===== src/rtl/core/tbn_pkg.sv =====
package tbn_pkg;

    localparam int OUT_FRAC_BITS_DEF = 14;
    localparam int DW = 33;          // width of one edge or UV delta
    localparam int QUEUE_DEPTH = 2;

    typedef struct packed {
        logic signed [31:0] pos_x;
        logic signed [31:0] pos_y;
        logic signed [31:0] pos_z;
        logic signed [31:0] tex_u;
        logic signed [31:0] tex_v;
    } t_vertex;

    typedef struct packed {
        logic signed [15:0] tangent_x;
        logic signed [15:0] tangent_y;
        logic signed [15:0] tangent_z;
        logic signed [15:0] binormal_x;
        logic signed [15:0] binormal_y;
        logic signed [15:0] binormal_z;
        logic               degenerate;
    } t_result;

    typedef struct packed {
        logic signed [DW-1:0] e1x;
        logic signed [DW-1:0] e1y;
        logic signed [DW-1:0] e1z;
        logic signed [DW-1:0] e2x;
        logic signed [DW-1:0] e2y;
        logic signed [DW-1:0] e2z;
        logic signed [DW-1:0] du1;
        logic signed [DW-1:0] dv1;
        logic signed [DW-1:0] du2;
        logic signed [DW-1:0] dv2;
    } t_delta;

    function automatic logic signed [DW-1:0] sub32(input logic signed [31:0] a,
                                                   input logic signed [31:0] b);
        sub32 = $signed({a[31], a}) - $signed({b[31], b});
    endfunction

endpackage


===== src/rtl/core/tbn_front.sv =====
module tbn_front (
    input  logic              i_clk,
    input  logic              i_rst_n,
    input  logic              i_valid,
    output logic              o_ready,
    input  tbn_pkg::t_vertex  i_vertex,
    output logic              o_push,
    output tbn_pkg::t_delta   o_delta,
    input  logic              i_full
);
    import tbn_pkg::*;

    logic [1:0]         r_phase;
    logic signed [31:0] r_hx [2];
    logic signed [31:0] r_hy [2];
    logic signed [31:0] r_hz [2];
    logic signed [31:0] r_hu [2];
    logic signed [31:0] r_hv [2];
    logic               acc;

    // third vertex needs room in the queue
    assign o_ready = (r_phase != 2'd2) || !i_full;
    assign acc     = i_valid && o_ready;
    assign o_push  = acc && (r_phase == 2'd2);

    // form the deltas against the first held vertex
    always_comb begin
        o_delta.e1x = sub32(r_hx[1], r_hx[0]);
        o_delta.e1y = sub32(r_hy[1], r_hy[0]);
        o_delta.e1z = sub32(r_hz[1], r_hz[0]);
        o_delta.e2x = sub32(i_vertex.pos_x, r_hx[0]);
        o_delta.e2y = sub32(i_vertex.pos_y, r_hy[0]);
        o_delta.e2z = sub32(i_vertex.pos_z, r_hz[0]);
        o_delta.du1 = sub32(r_hu[1], r_hu[0]);
        o_delta.dv1 = sub32(r_hv[1], r_hv[0]);
        o_delta.du2 = sub32(i_vertex.tex_u, r_hu[0]);
        o_delta.dv2 = sub32(i_vertex.tex_v, r_hv[0]);
    end

    // advance the phase and hold the first two vertices
    always_ff @(posedge i_clk) begin
        if (!i_rst_n) begin
            r_phase <= 2'd0;
        end else if (acc) begin
            if (r_phase == 2'd2) begin
                r_phase <= 2'd0;
            end else begin
                r_phase <= r_phase + 2'd1;
            end
        end
        if (acc && r_phase != 2'd2) begin
            r_hx[r_phase[0]] <= i_vertex.pos_x;
            r_hy[r_phase[0]] <= i_vertex.pos_y;
            r_hz[r_phase[0]] <= i_vertex.pos_z;
            r_hu[r_phase[0]] <= i_vertex.tex_u;
            r_hv[r_phase[0]] <= i_vertex.tex_v;
        end
    end

endmodule


===== config.mk =====
export PLATFORM = sky130hd
export DESIGN_NAME = tbn_front
export DESIGN_NICKNAME = d
export VERILOG_FILES = /design/src/rtl/core/tbn_pkg.sv /design/src/rtl/core/tbn_front.sv
export SDC_FILE = /design/constraint.sdc
export NUM_CORES = 1
export LEC_CHECK = 0
export BUFFER_PORTS_ARGS = -buffer_cell sky130_fd_sc_hd__buf_2
export CELL_PAD_IN_SITES_DETAIL_PLACEMENT = 1
export CELL_PAD_IN_SITES_GLOBAL_PLACEMENT = 2
export CORE_ASPECT_RATIO = 0.8
export CORE_MARGIN = 2
export CORE_UTILIZATION = 36
export CTS_BUF_LIST = sky130_fd_sc_hd__clkbuf_4 sky130_fd_sc_hd__clkbuf_8
export DETAILED_ROUTE_END_ITERATION = 6
export PLACE_DENSITY_LB_ADDON = 0.1
export SYNTH_ARGS = -nofsm -noshare
export SYNTH_HDL_FRONTEND = slang
export SYNTH_SLANG_ARGS = --single-unit

===== constraint.sdc =====
create_clock -name i_clk -period 19.5 [get_ports i_clk]
set_clock_uncertainty 0.05 [all_clocks]
set_input_delay 1.95 -clock i_clk [delete_from_list [all_inputs] [get_ports i_clk]]
set_output_delay 1.95 -clock i_clk [all_outputs]
set_load 0.05 [all_outputs]

==> impl_metrics.tcl, run 1 <==
set metrics [dict create \
    num_io_pins 496 \
    slew-limit-headroom_pct 28.62 \
    cts_root_buf "sky130_fd_sc_hd__clkbuf_8" \
    post_cts.resized_instances 0 \
    pwr_density_nw_per_um2 95.77 \
    rows 86 \
    post-cts-setup-buffers 0 \
    cts_buffer_depth 3 \
    synth_cells 2564 \
    netlist_top_cells_area "sky130_fd_sc_hd__edfxtp_1, sky130_fd_sc_hd__ha_1, sky130_fd_sc_hd__xnor2_1, sky130_fd_sc_hd__a21oi_1, sky130_fd_sc_hd__a21o_1" \
    worst_r2r_path_depth 2 \
    timing_max_transition_violations_final 0 \
    die_y_um 241.1 \
    drt-initial-drc-count 970 \
    finalHoldViolCount 0 \
    timing.critical_path.from "i_vertex[0]" \
    peakVddDrop_v 0.00006115 \
    synth_area_per_cell_um2 9.865 \
    min-delay-start "r_phase[1]" \
    grt_pass1_vias 22346 \
    final_cell_area_um2 30120 \
    syn_area_um2 25290 \
    antenna_violating_nets_post_route 0 \
    reg2reg_from "r_phase[0]" \
    tritoncts_clock_tree "yes" \
    critical_path.startpoint_type "primary input" \
    design_power_total_uw 2884 \
    wire_per_inst_um 20.16 \
    timing.critical_path.arrival_ns 5.32 \
    switchingPower_uw 1354 \
    antenna_found_initial 22 \
    leakagePower_uw 0.01375 \
    core_region_area_um2 69190 \
    grt_pass1_wl_um 127200 \
    post-synth-top-area-fraction_pct 37.99 \
    maxCapViolations 0 \
    final.period_utilization_pct 37.54 \
    footprint_of_the_multi_input_gates_um2 14650 \
    first_pass_iters 5 \
    cts_inserted_buffers 58 \
    finalSetupViolations 0 \
    placed_cell_area_um2 28940 \
    timing_worst_setup_path_type "primary input to output port" \
    finalWeightedCongestion 0.9156 \
    floorplan.die_area_um2 72410 \
    crit_path_max_fanout 4 \
    p_sw_share_pct 46.93 \
    cell_internal_power_uw 1531 \
    status "finished, final reports clean" \
    post_dp_hpwl_um 67250 \
    hold_ws_ns 0.5831 \
    ff_latch_area_um2 9649 \
    worst_hold_path.endpoint "r_phase[1]" \
    route.final.wire_length_um 82480 \
    achievable-frequency_ghz 0.1366 \
    synth_cell_types 80 \
    ys_seq_area_share_pct 38.15 \
    number_of_filler_cells_placed_in_the_layout 8013 \
    buffer_ports.inserted 495 \
    final.setup.tns_ns 0 \
    pin_slew_with_the_least_headroom_to_its_limit_ns 1.071 \
    grt_max_degree 162 \
    power.combinational.fraction_pct 48.6 \
    drc_errors 0 \
    min-delay-path-class "register to register" \
    finalWorstPathRequiredPeriod_ns 7.321 \
    via_count_normalized_by_instance_count 5.228 \
    clock_power_share_pct 23.0 \
    gr_util_all_layers_pct 22.33 \
    rsz0062_at_grt "no" \
    synth_seq_cells 322 \
    edff_count_synth 320 \
    worst-r2r-setup-slack_ns 17.14 \
    regToRegEndpoint "r_hu[1][12]" \
    die_width_um 300.4 \
    vias 21394 \
    ctsHoldBuffers 0 \
    worst-endpoint-required_ns 17.50 \
    cts_max_level 2 \
    worst_setup_hold_path_clk_slew_ns 0.06 \
    synth-main-ff-cell "sky130_fd_sc_hd__edfxtp_1" \
    design.final.nets 3607 \
    async_reset_ff_share_pct 0 \
    synthToLayoutAreaGrowth_pct 19.07 \
    synth_commonest_cells "sky130_fd_sc_hd__edfxtp_1, sky130_fd_sc_hd__ha_1, sky130_fd_sc_hd__inv_1, sky130_fd_sc_hd__a21oi_1, sky130_fd_sc_hd__xnor2_1" \
    mappedNetlistNets 3058 \
    initial_core_utilization_pct 36.56 \
    clk_latency_ns 0.66 \
    drive_above_1_share_pct 19.49 \
    timing.hold.worst_path_depth 2 \
    grt_remaining_overflow 0 \
    setup.worst_path.end_class "output port" \
    yosys.area.top_type "sky130_fd_sc_hd__edfxtp_1" \
    power_frac_seq_pct 28.4 \
    cts.sink_count 322 \
    yosys_warnings 0 \
]
-- routing by layer --
layer | GRT usage [%] | routed length [um] | vias up
met5 | 0 | 92 | -
met4 | 6.500 | 2138 | 16
met3 | 4.591 | 4283 | 120
met2 | 36.66 | 38200 | 395
met1 | 29.68 | 37760 | 10320
li1 | - | - | 10543
-- area by class of cell --
class | instances | area share, %
timing repair buffer | 499 | 8.367
tap | 924 | 3.839
clock inverter | 38 | 0.9181
antenna | 8 | 0.06647
inverter | 257 | 3.203
sequential | 322 | 32.04
clock buffer | 69 | 2.925
multi-input combinational | 1975 | 48.64
-- worst max path at each step --
stage	slack (ns)	end
floorplan	5.07	r_phase[0]
global placement	12.17	o_delta[162]
detailed placement	12.10	o_delta[162]
CTS	12.07	o_delta[162]
global route	11.82	o_delta[150]
finish	12.18	o_delta[30]
-- power by group through the flow --
stage | Sequential (uW) | Clock (uW) | Combinational (uW)
2_1_floorplan | 842 | 0 | 1040
3_3_place_gp | 831 | 0 | 1390
3_5_place_dp | 834 | 0 | 1410
4_1_cts | 819 | 686 | 1410
5_1_grt | 822 | 711 | 1500
6_report | 819 | 662 | 1400
-- cell usage in the layout, fill, tap and decap left out, drive strengths merged, types with 37 or more instances in the layout --
| master | Yosys | layout |
|---|---|---|
| buf | 0 | 499 |
| ha | 320 | 320 |
| edfxtp | 320 | 320 |
| inv | 257 | 258 |
| a21oi | 239 | 239 |
| xnor2 | 205 | 205 |
| nor2 | 175 | 175 |
| a21o | 145 | 145 |
| nand2 | 133 | 133 |
| o21ai | 127 | 127 |
| clkbuf | 10 | 69 |
| xor2 | 66 | 66 |
| nand3 | 59 | 59 |
| o21a | 58 | 58 |
| nor2b | 45 | 45 |
| o21bai | 38 | 38 |
| nand2b | 37 | 37 |
-- flip-flops by register name, indices dropped and copies added (netlist names) --
register  cells
r_hu         64
r_hv         64
r_hx         64
r_hy         64
r_hz         64
r_phase       2
-- cells by family (layout without fill, tap and decap cells) --
| group | Yosys count | in the layout | share of synthesized area (%) |
|---|---|---|---|
| buffers and inverters | 267 | 863 | 3.962 |
| multiplexers | 3 | 3 | 0.1237 |
| AO/OA/AOI/OAI | 800 | 800 | 20.90 |
| other | 0 | 8 | 0 |
| AND/OR/NAND/NOR | 571 | 571 | 10.86 |
| XOR/XNOR | 271 | 271 | 9.384 |
| flip-flops | 322 | 322 | 38.15 |
| adder cells (fa/ha/maj) | 330 | 330 | 16.62 |
-- stage by stage --
stage	worst slack [ns]	util (%)	std cells
4_1_cts	12.07	43.50	4084
2_1_floorplan	5.074	-	2564
3_3_place_gp	12.17	41.83	3977
3_5_place_dp	12.10	41.83	3977
6_report	12.18	43.53	4092
5_1_grt	11.82	43.52	4090
-- worst max-delay path, stage by stage --
cell	delay (ns)
sky130_fd_sc_hd__buf_2	0.10
sky130_fd_sc_hd__inv_1	0.04
sky130_fd_sc_hd__ha_1	0.23
sky130_fd_sc_hd__fa_1	0.43
sky130_fd_sc_hd__nor2b_1	0.20
sky130_fd_sc_hd__o31ai_2	0.10
sky130_fd_sc_hd__a21oi_1	0.27
sky130_fd_sc_hd__o41ai_2	0.16
sky130_fd_sc_hd__o31ai_2	0.50
sky130_fd_sc_hd__a2111oi_4	0.17
sky130_fd_sc_hd__o21ai_1	0.31
sky130_fd_sc_hd__a211oi_1	0.13
sky130_fd_sc_hd__o21bai_1	0.19
sky130_fd_sc_hd__xor2_1	0.23
sky130_fd_sc_hd__buf_2	0.31
(Power assumes the default switching activity.)
==> run 2: changes to the inputs <==
CORE_UTILIZATION = 33   (was 36)
clock period = 6.2 ns   (was 19.5 ns; I/O delays follow)
==> run 2 against run 1 <==
Effect of this change: register-to-register slack got worse by 13 ns; clock power rose to 3.4 times the previous value; sequential power rose to 3.2 times the previous value; setup slack worse by 11 ns; die area increased by 9.0%; clock-buffer cell count increased by 25; critical path depth shrank 2; via count down 0.16%; wire length grew 1.1%; combinational power increased to 3.2 times the previous value; final area up 0.86%; global-route usage is 1.7 points lower.
==> impl_metrics.tcl, run 2 (synthesis results as in run 1) <==
set metrics [dict create \
    post_dp_hpwl_um 67670 \
    clock_power_share_pct 24.1 \
    place.detailed.instances 4065 \
    cts_inserted_buffers 66 \
    ctsHoldBuffers 0 \
    post-place-ws_ns 1.534 \
    final.setup.worst_slack_ns 0.9579 \
    reg2reg_from "r_phase[1]" \
    timing_max_transition_violations_final 0 \
    rsz0062_at_grt "no" \
    cts.sink_count 322 \
    synthToLayoutAreaGrowth_pct 20.10 \
    antenna_found_initial 26 \
    die_width_um 313.5 \
    antenna_violating_nets_post_route 0 \
    timing_worst_setup_path_type "register to output port" \
    grt_remaining_overflow 0 \
    min-delay-start "i_vertex[119]" \
    final.setup.tns_ns 0 \
    clk_latency_ns 0.65 \
    drive_above_1_share_pct 19.97 \
    cts_root_buf "sky130_fd_sc_hd__clkbuf_8" \
    final_common_cell "sky130_fd_sc_hd__buf_2" \
    post-cts-setup-buffers 0 \
    critical_path.startpoint_type "register" \
    final.period_utilization_pct 84.55 \
    achievable-frequency_ghz 0.1908 \
    crit_path_max_fanout 3 \
    grt_max_degree 124 \
    cell_internal_power_uw 4926 \
    slew-limit-headroom_pct 28.87 \
    maxCapViolations 0 \
    drc_errors 0 \
    final_core_util_pct 40.14 \
    drt-initial-drc-count 935 \
    grt_pass1_vias 22092 \
    final_cell_count_no_fill 4196 \
    initial_core_utilization_pct 33.43 \
    switchingPower_uw 4295 \
    min-delay-path-class "primary input to register" \
    vias 21359 \
    status "finished, final reports clean" \
    power_frac_seq_pct 27.9 \
    worst-r2r-setup-slack_ns 3.78 \
    gr_util_all_layers_pct 20.67 \
    pwr_density_nw_per_um2 303.5 \
    cts_max_level 3 \
    timing.critical_path.arrival_ns 4.57 \
    wire_per_inst_um 19.86 \
    floorplan.die_area_um2 78890 \
    peakVddDrop_v 0.0001318 \
    core_region_area_um2 75670 \
    num_io_pins 496 \
    die_y_um 251.6 \
    finalWorstPathRequiredPeriod_ns 5.242 \
    first_pass_iters 5 \
    design.final.nets 3615 \
    p_sw_share_pct 46.58 \
    grt_pass1_wl_um 128000 \
    worst_r2r_path_depth 2 \
    finalWeightedCongestion 0.9099 \
    post_cts.resized_instances 0 \
    route.final.wire_length_um 83350 \
    timing.hold.worst_path_depth 1 \
    pin_slew_with_the_least_headroom_to_its_limit_ns 1.054 \
    power.combinational.fraction_pct 48.0 \
    number_of_filler_cells_placed_in_the_layout 8850 \
    worst_hold_path.endpoint "r_hy[1][23]" \
    buffer_ports.inserted 495 \
    finalSetupViolations 0 \
    worst-endpoint-required_ns 5.53 \
    via_count_normalized_by_instance_count 5.090 \
    tritoncts_clock_tree "yes" \
    leakagePower_uw 0.01382 \
    cts_buffer_depth 3 \
    regToRegEndpoint "r_hx[0][22]" \
    worst_setup_hold_path_clk_slew_ns 0.06 \
    finalHoldViolCount 0 \
    rows 90 \
    setup.worst_path.end_class "output port" \
    commonest_cells_after_routing_fill_and_taps_aside "sky130_fd_sc_hd__buf_2, sky130_fd_sc_hd__ha_1, sky130_fd_sc_hd__edfxtp_1" \
]
-- run 2: cell types whose count changed in the layout (fill, tap and decap cells not counted), sizes merged --
cell | previous run | this run
diode | 8 | 14
inv | 258 | 260
clkbuf | 69 | 94
bufinv | 4 | 1
clkinv | 31 | 17
-- run 2: worst max path at each step --
stage / startpoint / endpoint / slack (ns) / cells after the start
6_report: r_hx[0][0] / o_delta[327] / 0.96 / 13
5_1_grt: r_hx[0][0] / o_delta[327] / 0.65 / 13
4_1_cts: r_hx[0][0] / o_delta[327] / 0.90 / 13
3_5_place_dp: i_vertex[0] / o_delta[30] / 1.53 / 15
3_3_place_gp: i_vertex[66] / o_delta[162] / 1.61 / 13
2_1_floorplan: i_valid / r_hu[0][0] / 1.01 / 1
-- run 2: stage by stage --
| stage | power [uW] | instance area (um2) | hold WS (ns) |
|---|---|---|---|
| 6_report | 9220 | 30380 | 0.09576 |
| 5_1_grt | 9710 | 30370 | 0.03347 |
| 3_3_place_gp | 7020 | 29070 | 0.5592 |
| 3_5_place_dp | 7062 | 29070 | 0.5935 |
| 4_1_cts | 9349 | 30340 | 0.02391 |
| 2_1_floorplan | 5905 | 25310 | 0.5416 |
-- run 2: layout make-up --
| cell class | instances | area [um2] | share of cell area (%) |
|---|---|---|---|
| diodes | 14 | 35.03 | 0.1153 |
| clock buffers | 94 | 1131 | 3.723 |
| clock inverters | 23 | 142.6 | 0.4695 |
| inverters | 257 | 964.7 | 3.176 |
| multi-input cells | 1975 | 14660 | 48.25 |
| flip-flops and latches | 322 | 9649 | 31.76 |
| well taps | 1012 | 1266 | 4.168 |
| repair buffers | 499 | 2532 | 8.336 |
-- run 2: metal layers --
| metal | up-vias | track usage [%] | part of all wire (%) |
|---|---|---|---|
| met5 | - | 0 | 0.15 |
| met2 | 386 | 33.66 | 46 |
| met1 | 10244 | 26.46 | 46 |
| met4 | 18 | 6.261 | 2.5 |
| met3 | 131 | 6.009 | 5.8 |
| li1 | 10580 | - | - |
-- run 2: power groups by stage --
stage	registers, uW	clock network (uW)	logic, uW
6_report	2580	2220	4430
5_1_grt	2590	2400	4720
4_1_cts	2580	2310	4460
3_5_place_dp	2620	0	4440
3_3_place_gp	2610	0	4410
2_1_floorplan	2630	0	3280
-- run 2: worst max-delay path: stages (launching register included) --
cell and delay (ns):
sky130_fd_sc_hd__edfxtp_1 0.41, sky130_fd_sc_hd__ha_1 0.23, sky130_fd_sc_hd__fa_1 0.41, sky130_fd_sc_hd__nor2b_1 0.16, sky130_fd_sc_hd__o31a_1 0.20, sky130_fd_sc_hd__o31ai_1 0.11
sky130_fd_sc_hd__a21oi_1 0.22, sky130_fd_sc_hd__nor2_1 0.09, sky130_fd_sc_hd__o311ai_0 0.90, sky130_fd_sc_hd__a31oi_1 0.30, sky130_fd_sc_hd__o21ai_0 0.33, sky130_fd_sc_hd__a21oi_1 0.13
sky130_fd_sc_hd__xnor2_1 0.16, sky130_fd_sc_hd__buf_2 0.29
