File: config.mk
export PLATFORM = sky130hd
export DESIGN_NAME = tbn_queue
export DESIGN_NICKNAME = d
export VERILOG_FILES = /design/src/rtl/core/tbn_pkg.sv /design/src/rtl/core/tbn_queue.sv
export SDC_FILE = /design/constraint.sdc
export NUM_CORES = 1
export LEC_CHECK = 0
export BUFFER_PORTS_ARGS = -buffer_cell sky130_fd_sc_hd__buf_2
export CORE_AREA = 3 3 254 256
export CTS_CLUSTER_SIZE = 12
export DETAILED_ROUTE_END_ITERATION = 16
export DIE_AREA = 0 0 257 259
export SKIP_CTS_REPAIR_TIMING = 1
export SLEW_MARGIN = 30
export SYNTH_ARGS = -nofsm -noshare
export SYNTH_HDL_FRONTEND = slang
export SYNTH_SLANG_ARGS = --single-unit
File: constraint.sdc
create_clock -name i_clk -period 45.8 [get_ports i_clk]
set_input_delay 2.29 -clock i_clk [delete_from_list [all_inputs] [get_ports i_clk]]
set_output_delay 2.29 -clock i_clk [all_outputs]
set_load 0.005 [all_outputs]
File: src/rtl/core/tbn_pkg.sv
package tbn_pkg;

    localparam int OUT_FRAC_BITS_DEF = 14;
    localparam int DW = 33;          // width of one edge or UV delta
    localparam int QUEUE_DEPTH = 2;

    typedef struct packed {
        logic signed [31:0] pos_x;
        logic signed [31:0] pos_y;
        logic signed [31:0] pos_z;
        logic signed [31:0] tex_u;
        logic signed [31:0] tex_v;
    } t_vertex;

    typedef struct packed {
        logic signed [15:0] tangent_x;
        logic signed [15:0] tangent_y;
        logic signed [15:0] tangent_z;
        logic signed [15:0] binormal_x;
        logic signed [15:0] binormal_y;
        logic signed [15:0] binormal_z;
        logic               degenerate;
    } t_result;

    typedef struct packed {
        logic signed [DW-1:0] e1x;
        logic signed [DW-1:0] e1y;
        logic signed [DW-1:0] e1z;
        logic signed [DW-1:0] e2x;
        logic signed [DW-1:0] e2y;
        logic signed [DW-1:0] e2z;
        logic signed [DW-1:0] du1;
        logic signed [DW-1:0] dv1;
        logic signed [DW-1:0] du2;
        logic signed [DW-1:0] dv2;
    } t_delta;

    function automatic logic signed [DW-1:0] sub32(input logic signed [31:0] a,
                                                   input logic signed [31:0] b);
        sub32 = $signed({a[31], a}) - $signed({b[31], b});
    endfunction

endpackage

File: src/rtl/core/tbn_queue.sv
module tbn_queue (
    input  logic             i_clk,
    input  logic             i_rst_n,
    input  logic             i_push,
    input  tbn_pkg::t_delta  i_data,
    output logic             o_full,
    output logic             o_valid,
    input  logic             i_pop,
    output tbn_pkg::t_delta  o_data
);
    import tbn_pkg::*;

    localparam int AW = (QUEUE_DEPTH > 1) ? $clog2(QUEUE_DEPTH) : 1;

    t_delta          r_mem [QUEUE_DEPTH];
    logic [AW-1:0]   r_wp;
    logic [AW-1:0]   r_rp;
    logic [AW:0]     r_cnt;

    assign o_full  = (r_cnt == (AW+1)'(QUEUE_DEPTH));
    assign o_valid = (r_cnt != '0);
    assign o_data  = r_mem[r_rp];

    // advance pointers and count, and write a pushed entry
    always_ff @(posedge i_clk) begin
        if (!i_rst_n) begin
            r_wp  <= '0;
            r_rp  <= '0;
            r_cnt <= '0;
        end else begin
            if (i_push) begin
                r_wp <= (r_wp == AW'(QUEUE_DEPTH - 1)) ? '0 : r_wp + 1'b1;
            end
            if (i_pop) begin
                r_rp <= (r_rp == AW'(QUEUE_DEPTH - 1)) ? '0 : r_rp + 1'b1;
            end
            r_cnt <= r_cnt + (AW+1)'(i_push) - (AW+1)'(i_pop);
        end
        if (i_push) begin
            r_mem[r_wp] <= i_data;
        end
    end

endmodule

==> results.md, run 1 <==
* Pwr Density at 43.61 mW/mm2
* Dpl cell area at 0.02941 mm2
* Final Instance Count excl. Fillers at 2,669
* VDD IR max at 0.00003422 V
* Post-DR vias/cell at 4.665
* Post-synth cell types at 15
* Chip width at 257 um
* Grt ovf at 0
* Die outline height at 259 um
* Nets at 2,099
* Largest family of logic cells by synthesized area: multiplexers
* Initial antenna violation count at 20
* Syn_nets at 1,384
* Minimum clock period at 6.117 ns
* Clk root buf: clkbuf_16
* Critical setup path kind: flip-flop to primary output
* First-pass GRT wire length at 85,240 um
* Vias at 12.45k
* Place WS at 40.09 ns
* Power share of the clock group at 0.373
* Mux cell area share after synthesis at 0.1893
* DRC at 0
* Max Clock Skew at 0.02315 ns
* Combinational power share at 0.107
* Average size of a mapped cell at 24.40 um2
* Initial Util at 0.4077
* Final instance area at 0.03156 mm2
* Worst setup SP type: flip-flop
* RSZ-0062 raised after global routing: no
* DRT iter0 DRCs at 764
* Crit share post-route at 0.1336
* Clock Latency Late Sink at 0.60 ns
* Status: completed
* Leak at 0.01238 uW
* CTS tree: built
* # placed instances at 2,533
* CP endpoint kind: primary output
* DR pass1 iterations at 4
* Seq/Total Area, Yosys at 0.7788
* Post-Synth XOR/XNOR Area at 0.001223
* Worst EP required at 43.51 ns
* Clock-pin slew on the worst setup and hold paths at 0.06 ns
* CORE AREA at 0.06274 mm2
* Clock tree buffer depth at 3
* Layout area overhead at 23.39%
* Dpl hpwl at 41,970 um
* Register share of total power at 0.521
* Synth Instances at 1,048
* # Max-Cap Violations at 0
* Fin Setup TNS at 0 ns
* Number of global-route vias before repair at 13.16k
* Largest net degree at the start of global routing at 164
* Max-slew violation count at 0
* Worst Max-Slew Pin Slew at 0.9251 ns
* Antenna viol nets, final at 0
* Worst rel slew slack at 0.3833
* # IOs at 666
* Die ar. at 0.06656 mm2
* Fmax at 163.5 MHz
* CTS H-tree depth at 3
* Net Sw Frac at 0.2168
* Endpoints failing hold at 0
* Crit path DAT at 3.83 ns
* Net Sw Power at 298.3 uW
* Gpl congestion at 0.8897
* Worst hold path type: flip-flop to flip-flop
* WL final at 59,910 um
* Adder-Cell Fraction of Synth Area at 0.0009784
* Gr usage total at 0.1730
* Setup violators final at 0
* Row count at 92
* Flops & latches, synth at 665
* Final worst setup slack at 39.68 ns
* Crit-path max FO at 84
* Layout cells sized above 1 at 0.6082
* Synth Area in Simple Gates at 0.002201
* Cell Area, Synth at 0.02558 mm2
* CTS Sinks at 665
* Final Util at 0.5030
* Pint at 1078 uW
* Post-synthesis compound-gate area fraction at 0.0002935
* Num CTS Buffers at 72
* Wirelength per Cell at 22.45 um
* Port Buffer Count at 665
* YS warnings at 0
## critical path, stage by stage, from the launching register on
cell     delay (ns)
dfxtp_4        0.94
buf_12         0.34
buf_16         0.48
buf_6          0.65
mux2_2         0.42
buf_2          0.13
## synthesized netlist by cell type
library cell / instances / area share
and2_1: 4 / 0.00098
buf_12: 33 / 0.026
buf_2: 3 / 0.00059
buf_6: 1 / 0.00044
dfxtp_1: 5 / 0.0039
edfxtp_1: 660 / 0.77
ha_1: 2 / 0.00098
inv_1: 2 / 0.00029
mux2_2: 30 / 0.013
mux2_4: 300 / 0.18
nor2b_1: 4 / 0.00098
o21a_1: 1 / 0.00029
or2_2: 1 / 0.00024
xnor3_1: 1 / 0.00088
xor2_1: 1 / 0.00034
## registers in the layout, indices dropped and copies added, names as in the netlist, named ones only
register,cells
r_cnt,2
r_mem,660
r_rp,1
r_wp,1
## path summary, 6_finish.rpt
check                          from                       to  slack (ns)  depth (start not counted)
setup / recovery          flip-flop                o_data[6]       39.68                          5
hold / removal    r_rp$_SDFFE_PN0P_        r_rp$_SDFFE_PN0P_        0.58                          2
setup reg to reg  r_wp$_SDFFE_PN0P_  r_mem[1][194]$_DFFE_PP_       42.68                          3
hold reg to reg   r_rp$_SDFFE_PN0P_        r_rp$_SDFFE_PN0P_        0.58                          2
## cells by family (layout without fill, tap and decap cells)
kind of cell               Yosys count  in the layout
DFF                                665            665
muxes                              330            330
other                                0             16
xor gates and xnor gates             2              2
and+or+nand+nor                      9              9
buffers and inverters               39            798
AOI/OAI and AO/OA                    1              1
adders and majority gates            2              2
## through the flow
step                      hold slack [ns]  total power (uW)
final                              0.5844              1376
after global routing               0.6104              1430
after CTS                          0.5847              1395
after detailed placement           0.5718             878.0
after global placement             0.5710             875.5
after floorplan                    0.5546             830.9
## placed cells by master (no fill, tap or decap), types with 2 or more instances in the layout
| cell type | n |
|---|---|
| inv_6 | 3 |
| mux2_2 | 30 |
| buf_6 | 6 |
| clkbuf_16 | 72 |
| buf_2 | 665 |
| inv_1 | 2 |
| and2_1 | 3 |
| clkbuf_1 | 16 |
| buf_16 | 2 |
| buf_4 | 3 |
| dfxtp_1 | 4 |
| ha_1 | 2 |
| clkinv_1 | 15 |
| mux2_4 | 300 |
| nor2b_1 | 3 |
| clkinv_2 | 9 |
| buf_12 | 2 |
| diode_2 | 16 |
| edfxtp_1 | 660 |
## power by group through the flow
stage | Sequential [uW] | Clock [uW] | Combinational [uW]
after CTS | 717 | 529 | 149
after global placement | 728 | 0 | 147
final | 716 | 513 | 147
after detailed placement | 729 | 0 | 149
after global routing | 719 | 554 | 158
after floorplan | 737 | 0 | 94.3
## layer usage
layer  vias to the layer above  wire length [um]  global-route usage
met3                       114              4717             0.06107
met5                         -                57                   0
li1                       5645                 -                   -
met1                      6230             21610              0.1874
met2                       453             31660              0.3082
met4                        10              1872             0.07150
## cell type report
class / instances / area, um2
fillers: 5184 / 31180
flip-flops and latches: 665 / 19920
multi-input cells: 344 / 4972
repair buffers: 678 / 3513
clock buffers: 88 / 1862
well taps: 846 / 1059
clock inverters: 30 / 181.4
diodes: 16 / 40.04
inverters: 2 / 7.507
No activity file was read; power rests on OpenSTA's default activity.
==> run 2, diff against run 1 <==
Settings changed: ABC_AREA set to 1, CORE_AREA 3 3 254 256 to 3 3 257 259, DIE_AREA 0 0 257 259 to 0 0 260 262, PLACE_DENSITY set to 0.65.
Clock period 45.8 ns to 5.1 ns, I/O delays scaled along.
==> run 2 against run 1 <==
Critical path depth decreased by 2. Hold slack got worse by 0.50 ns. Via count is 11% higher. Die area up 2.3%. Sequential power rose to 9.0 times the previous value. Synthesized cell count increased by 1.1%.
==> results.md, run 2 <==
* Status: completed
* Leak at 0.01388 uW
* # placed instances at 2,559
* Top FF cell, synth: edfxtp_1
* Die ar. at 0.06812 mm2
* Adder-Cell Fraction of Synth Area at 0.0009785
* Max Clock Skew at 0.01661 ns
* WL final at 60,730 um
* Crit-path max FO at 47
* Combinational power share at 0.111
* Gpl congestion at 0.7934
* Chip width at 260 um
* Average size of a mapped cell at 24.13 um2
* Antenna viol nets, final at 0
* Largest family of logic cells by synthesized area: multiplexers
* Net Sw Power at 2734 uW
* Ys async rst share at 0
* Clk root buf: clkbuf_16
* Final Util at 0.5463
* Tot Pwr at 12,670 uW
* Biggest register: r_mem
* Setup violators final at 0
* CORE AREA at 0.06412 mm2
* YS warnings at 0
* Synth area leaders: edfxtp_1, mux2_4, buf_12, mux2_2, dfxtp_1
* Clock tree buffer depth at 3
* Largest net degree at the start of global routing at 151
* Register share of total power at 0.508
* Cell Area, Synth at 0.02557 mm2
* Pwr Density at 361.8 mW/mm2
* Most frequent cells in the layout: buf_2, edfxtp_1, dlygate4sd3_1, mux2_4, clkbuf_16
* M1 WL at 21,990 um
* Biggest regs: r_mem (660), r_cnt (2)
* Clock-pin slew on the worst setup and hold paths at 0.06 ns
* Seq/Total Area, Yosys at 0.7789
* Top routing layer in use: met4
* Worst rel slew slack at 0.3185
* Post-synth top area share at 0.7750
* Dpl hpwl at 39,340 um
* VDD IR max at 0.0003102 V
* Post-synth cell types at 13
* CP endpoint kind: primary output
* Crit path DAT at 2.85 ns
* Cell taking the most area after synthesis: edfxtp_1
* Syn_nets at 1,396
* Crit share post-route at 0.6088
* Layout area overhead at 36.97%
* Post-DR vias/cell at 4.584
* Final instance area at 0.03503 mm2
* Worst EP required at 4.85 ns
* Net Sw Frac at 0.2158
* Worst setup SP type: flip-flop
* Fin Setup TNS at 0 ns
* Final Instance Count excl. Fillers at 3,014
* DRC at 0
* # Max-Cap Violations at 0
* Power share of the clock group at 0.381
* Most common cell in the netlist: edfxtp_1
* Met2 wire length at 32,320 um
* Synth top cells by count: edfxtp_1, mux2_4, buf_12
* RSZ-0062 raised after global routing: no
* First-pass GRT wire length at 80,210 um
* Port Buffer Count at 665
* Endpoints failing hold at 0
* Clock Latency Late Sink at 0.60 ns
* DR pass1 iterations at 5
* CTS H-tree depth at 3
* Max-slew violation count at 0
* Post-synthesis compound-gate area fraction at 0.0001957
* Gr usage total at 0.1579
* CTS tree: built
* Mux cell area share after synthesis at 0.1893
* Worst Max-Slew Pin Slew at 1.022 ns
* Fmax at 322.1 MHz
* Initial Util at 0.3989
* Post-Synth XOR/XNOR Area at 0
* Layout cells sized above 1 at 0.5128
* Critical setup path kind: flip-flop to primary output
* Max reg flops at 660
* DRT iter0 DRCs at 784
* Pint at 9938 uW
* Vias at 13.82k
* Row count at 93
* WL met3 at 4689 um
* Flops & latches, synth at 665
* Synth Instances at 1,060
* Initial antenna violation count at 2
* Post-synth EDFFs at 660
* Nets at 2,446
* CTS Sinks at 665
* Num CTS Buffers at 71
* Minimum clock period at 3.105 ns
* # IOs at 666
* Dpl cell area at 0.02951 mm2
* Wirelength per Cell at 20.15 um
* Most common cell after layout, fill and taps aside: buf_2
* Die outline height at 262 um
* Grt ovf at 0
* Number of global-route vias before repair at 13.10k
* Worst hold path type: primary input to flip-flop
* Synth Area in Simple Gates at 0.002691
-- run 2: power by group through the flow --
| stage | logic, uW | clock network, uW | registers (uW) |
|---|---|---|---|
| 4_1_cts | 1200 | 4990 | 6430 |
| 3_3_place_gp | 1180 | 0 | 6530 |
| 5_1_grt | 1510 | 5200 | 6450 |
| 3_5_place_dp | 1200 | 0 | 6540 |
| 2_1_floorplan | 719 | 0 | 6550 |
| 6_report | 1410 | 4830 | 6430 |
-- run 2: metrics by stage --
| stage | hold slack [ns] | worst slack [ns] |
|---|---|---|
| CTS | -0.2183 | 1.918 |
| global placement | 0.4424 | 2.645 |
| finish | 0.08660 | 1.995 |
| floorplan | 0.3485 | -0.6438 |
| global route | 0.08494 | 1.822 |
| detailed placement | 0.4457 | 2.577 |
-- run 2: layout make-up --
type	instances	area [um2]
fill	4945	29090
sequential	665	19920
timing repair buffer	1014	6869
multi-input combinational	351	4951
clock buffer	88	1904
tap	855	1070
clock inverter	28	264.0
inverter	7	30.03
antenna	6	15.01
-- run 2: metal layers --
layer | vias up | track usage
li1 | 6328 | -
met1 | 6854 | 0.1704
met2 | 524 | 0.2738
met3 | 111 | 0.05994
met4 | 0 | 0.07583
met5 | - | 0
-- run 2: path summary, 6_finish.rpt --
check	endpoint	slack, ns	start	depth (start not counted)
setup / recovery	o_data[258]	2.00	flip-flop	3
hold / removal	r_cnt[0]$_SDFF_PN0_	0.09	i_push	4
setup reg to reg	r_mem[1][278]$_DFFE_PP_	2.69	r_wp$_SDFFE_PN0P_	3
hold reg to reg	flip-flop	0.50	r_rp$_SDFFE_PN0P_	2
-- run 2: cell families after synthesis --
logic type | after synthesis
adder cells (fa/ha/maj) | 2
multiplexers | 330
AO/OA/AOI/OAI | 1
buffers and inverters | 44
AND/OR/NAND/NOR | 18
flip-flops | 665
-- run 2: critical path, cell delays in order, from the launching register on --
cell and delay [ns]:
dfxtp_4 0.96, buf_4 0.74, mux2_4 0.36, buf_2 0.14
==> run 3, diff against run 2 <==
Settings changed: CORE_AREA 3 3 257 259 to 3 3 259 261, DIE_AREA 0 0 260 262 to 0 0 262 264, PLACE_DENSITY 0.65 to not set.
Clock period 5.1 ns to 3.25 ns, I/O delays scaled along.
==> run 3 against run 2 <==
Non-clock buffer count up 25. Clock power up 54%. Register-to-register slack worse by 1.2 ns. Highest routed layer is now met5. Critical path depth unchanged. Routed wire length up 2.0%. Via count up 0.27%. Design area up 0.71%. Combinational power up 62%. Hold slack better by 0.20 ns. Utilization down 0.10 points.
==> results.md, run 3 (synthesis results as in run 2) <==
* Status: completed
* Leak at 0.01401 uW
* Peak per-stage delay on the critical path at 0.65 ns
* DR pass1 iterations at 7
* Layout area overhead at 37.95%
* Layout cells sized above 1 at 0.5172
* Die ar. at 0.06917 mm2
* Net Sw Power at 4261 uW
* First-pass GRT wire length at 85,110 um
* Reg2Reg Depth at 3
* Most common cell after layout, fill and taps aside: buf_2
* Clock Latency Late Sink at 0.59 ns
* Clock tree buffer depth at 3
* Biggest regs: r_mem (660), r_cnt (2)
* CP endpoint kind: primary output
* Initial antenna violation count at 9
* R2r setup slk at 1.48 ns
* Worst EP required at 3.09 ns
* Number of global-route vias before repair at 13.48k
* Net Sw Frac at 0.2155
* Port Buffer Count at 665
* Crit path DAT at 2.35 ns
* VDD IR max at 0.0004567 V
* Worst Max-Slew Pin Slew at 0.6523 ns
* Power share of the clock group at 0.375
* Most frequent cells in the layout: buf_2, edfxtp_1, dlygate4sd3_1, mux2_4, clkbuf_16
* Clock-pin slew on the worst setup and hold paths at 0.06 ns
* Endpoints failing hold at 0
* CP max stage cell: dfxtp_4
* Nets at 2,471
* RSZ-0062 raised after global routing: no
* WHS Endpoint: r_mem[1][178]$_DFFE_PP_
* Critical setup path kind: flip-flop to primary output
* Grt ovf at 0
* # Max-Cap Violations at 0
* DRC at 0
* DRT iter0 DRCs at 776
* Die outline height at 264 um
* Combinational power share at 0.116
* CTS Sinks at 665
* Biggest register: r_mem
* Setup violators final at 0
* Dpl hpwl at 42,560 um
* Wirelength per Cell at 20.40 um
* Post-DR vias/cell at 4.560
* Gr usage total at 0.1655
* Gpl congestion at 0.7796
* Worst r2r src: r_wp$_SDFFE_PN0P_
* WL final at 61,970 um
* Tot Pwr at 19,770 uW
* CORE AREA at 0.06470 mm2
* Max reg flops at 660
* Antenna viol nets, final at 0
* Worst rel slew slack at 0.5652
* Min-Delay Path Depth at 2
* Vias at 13.85k
* Fmax at 397.3 MHz
* Pint at 15,510 uW
* Hold Path Origin: i_data[178]
* Max-slew violation count at 0
* Crit-path max FO at 30
* CTS tree: built
* Minimum clock period at 2.517 ns
* Max Clock Skew at 0.02061 ns
* Chip width at 262 um
* Clk root buf: clkbuf_16
* Largest net degree at the start of global routing at 107
* Num CTS Buffers at 71
* Crit share post-route at 0.7745
* Initial Util at 0.3953
* Register share of total power at 0.509
* Pwr Density at 560.5 mW/mm2
* Row count at 93
* RR Endpoint: r_mem[1][85]$_DFFE_PP_
* Final Instance Count excl. Fillers at 3,038
* Worst setup SP type: flip-flop
* # IOs at 666
* # placed instances at 2,582
* Worst-path cell chain: buf_4 > mux2_2 > buf_2
* Worst hold path type: primary input to flip-flop
* CTS H-tree depth at 3
==> run 3: cell types whose count changed in the layout (fill, tap and decap cells not counted), sizes merged <==
cell / previous run / this run
clkinv: 23 / 21
inv: 8 / 9
clkbuf: 88 / 89
bufinv: 3 / 2
dlygate4sd3: 333 / 335
buf: 681 / 704
==> run 3: power by group through the flow <==
stage	sequential, uW	combinational (uW)	clock (uW)
6_report	10100	2290	7420
5_1_grt	10100	2450	7990
4_1_cts	10100	1980	7670
3_5_place_dp	10200	1970	0
3_3_place_gp	10200	1940	0
2_1_floorplan	10300	1130	0
==> run 3: stage by stage <==
stage            util  setup slack, ns   TNS, ns  hold WS [ns]  instance area, um2
4_1_cts        0.4932           0.6678         0       -0.3062               31910
3_5_place_dp   0.4604            1.334         0        0.3533               29780
2_1_floorplan       -           -2.494  -1600.01        0.2560               25590
5_1_grt        0.5452           0.6023         0        0.2566               35270
6_report       0.5453           0.7330         0        0.2856               35280
3_3_place_gp   0.4604            1.328         0        0.3497               29780
==> run 3: routing by layer <==
metal,share of wire,vias to the layer above,wire length [um],track usage
met5,0.00034,-,21,0
met4,0.026,4,1584,0.06541
met3,0.086,103,5358,0.07008
met2,0.53,486,32970,0.2908
met1,0.36,6887,22040,0.1744
li1,-,6374,-,-
==> run 3: layout make-up <==
cell class,instances,area [um2]
fillers,5092,29420
clock inverters,26,239.0
diodes,6,15.01
repair buffers,1039,7162
inverters,7,30.03
flip-flops and latches,665,19920
multi-input cells,351,4951
well taps,855,1070
clock buffers,89,1887
==> run 3: how the worst max path moves through the flow <==
stage / startpoint / to / slack [ns] / depth (start not counted)
5_1_grt: flip-flop / o_data[321] / 0.60 / 3
2_1_floorplan: r_wp$_SDFFE_PN0P_ / r_mem[1][0]$_DFFE_PP_ / -2.49 / 2
6_report: flip-flop / o_data[321] / 0.73 / 3
3_3_place_gp: flip-flop / o_data[329] / 1.33 / 3
3_5_place_dp: flip-flop / o_data[329] / 1.33 / 3
4_1_cts: flip-flop / o_data[329] / 0.67 / 3
==> run 3: critical path: cells and delay by family, from the launching register on <==
| family | cells | cell delay [ns] |
|---|---|---|
| multiplexers | 1 | 0.41 |
| flip-flops | 1 | 0.65 |
| buffers and inverters | 2 | 0.68 |
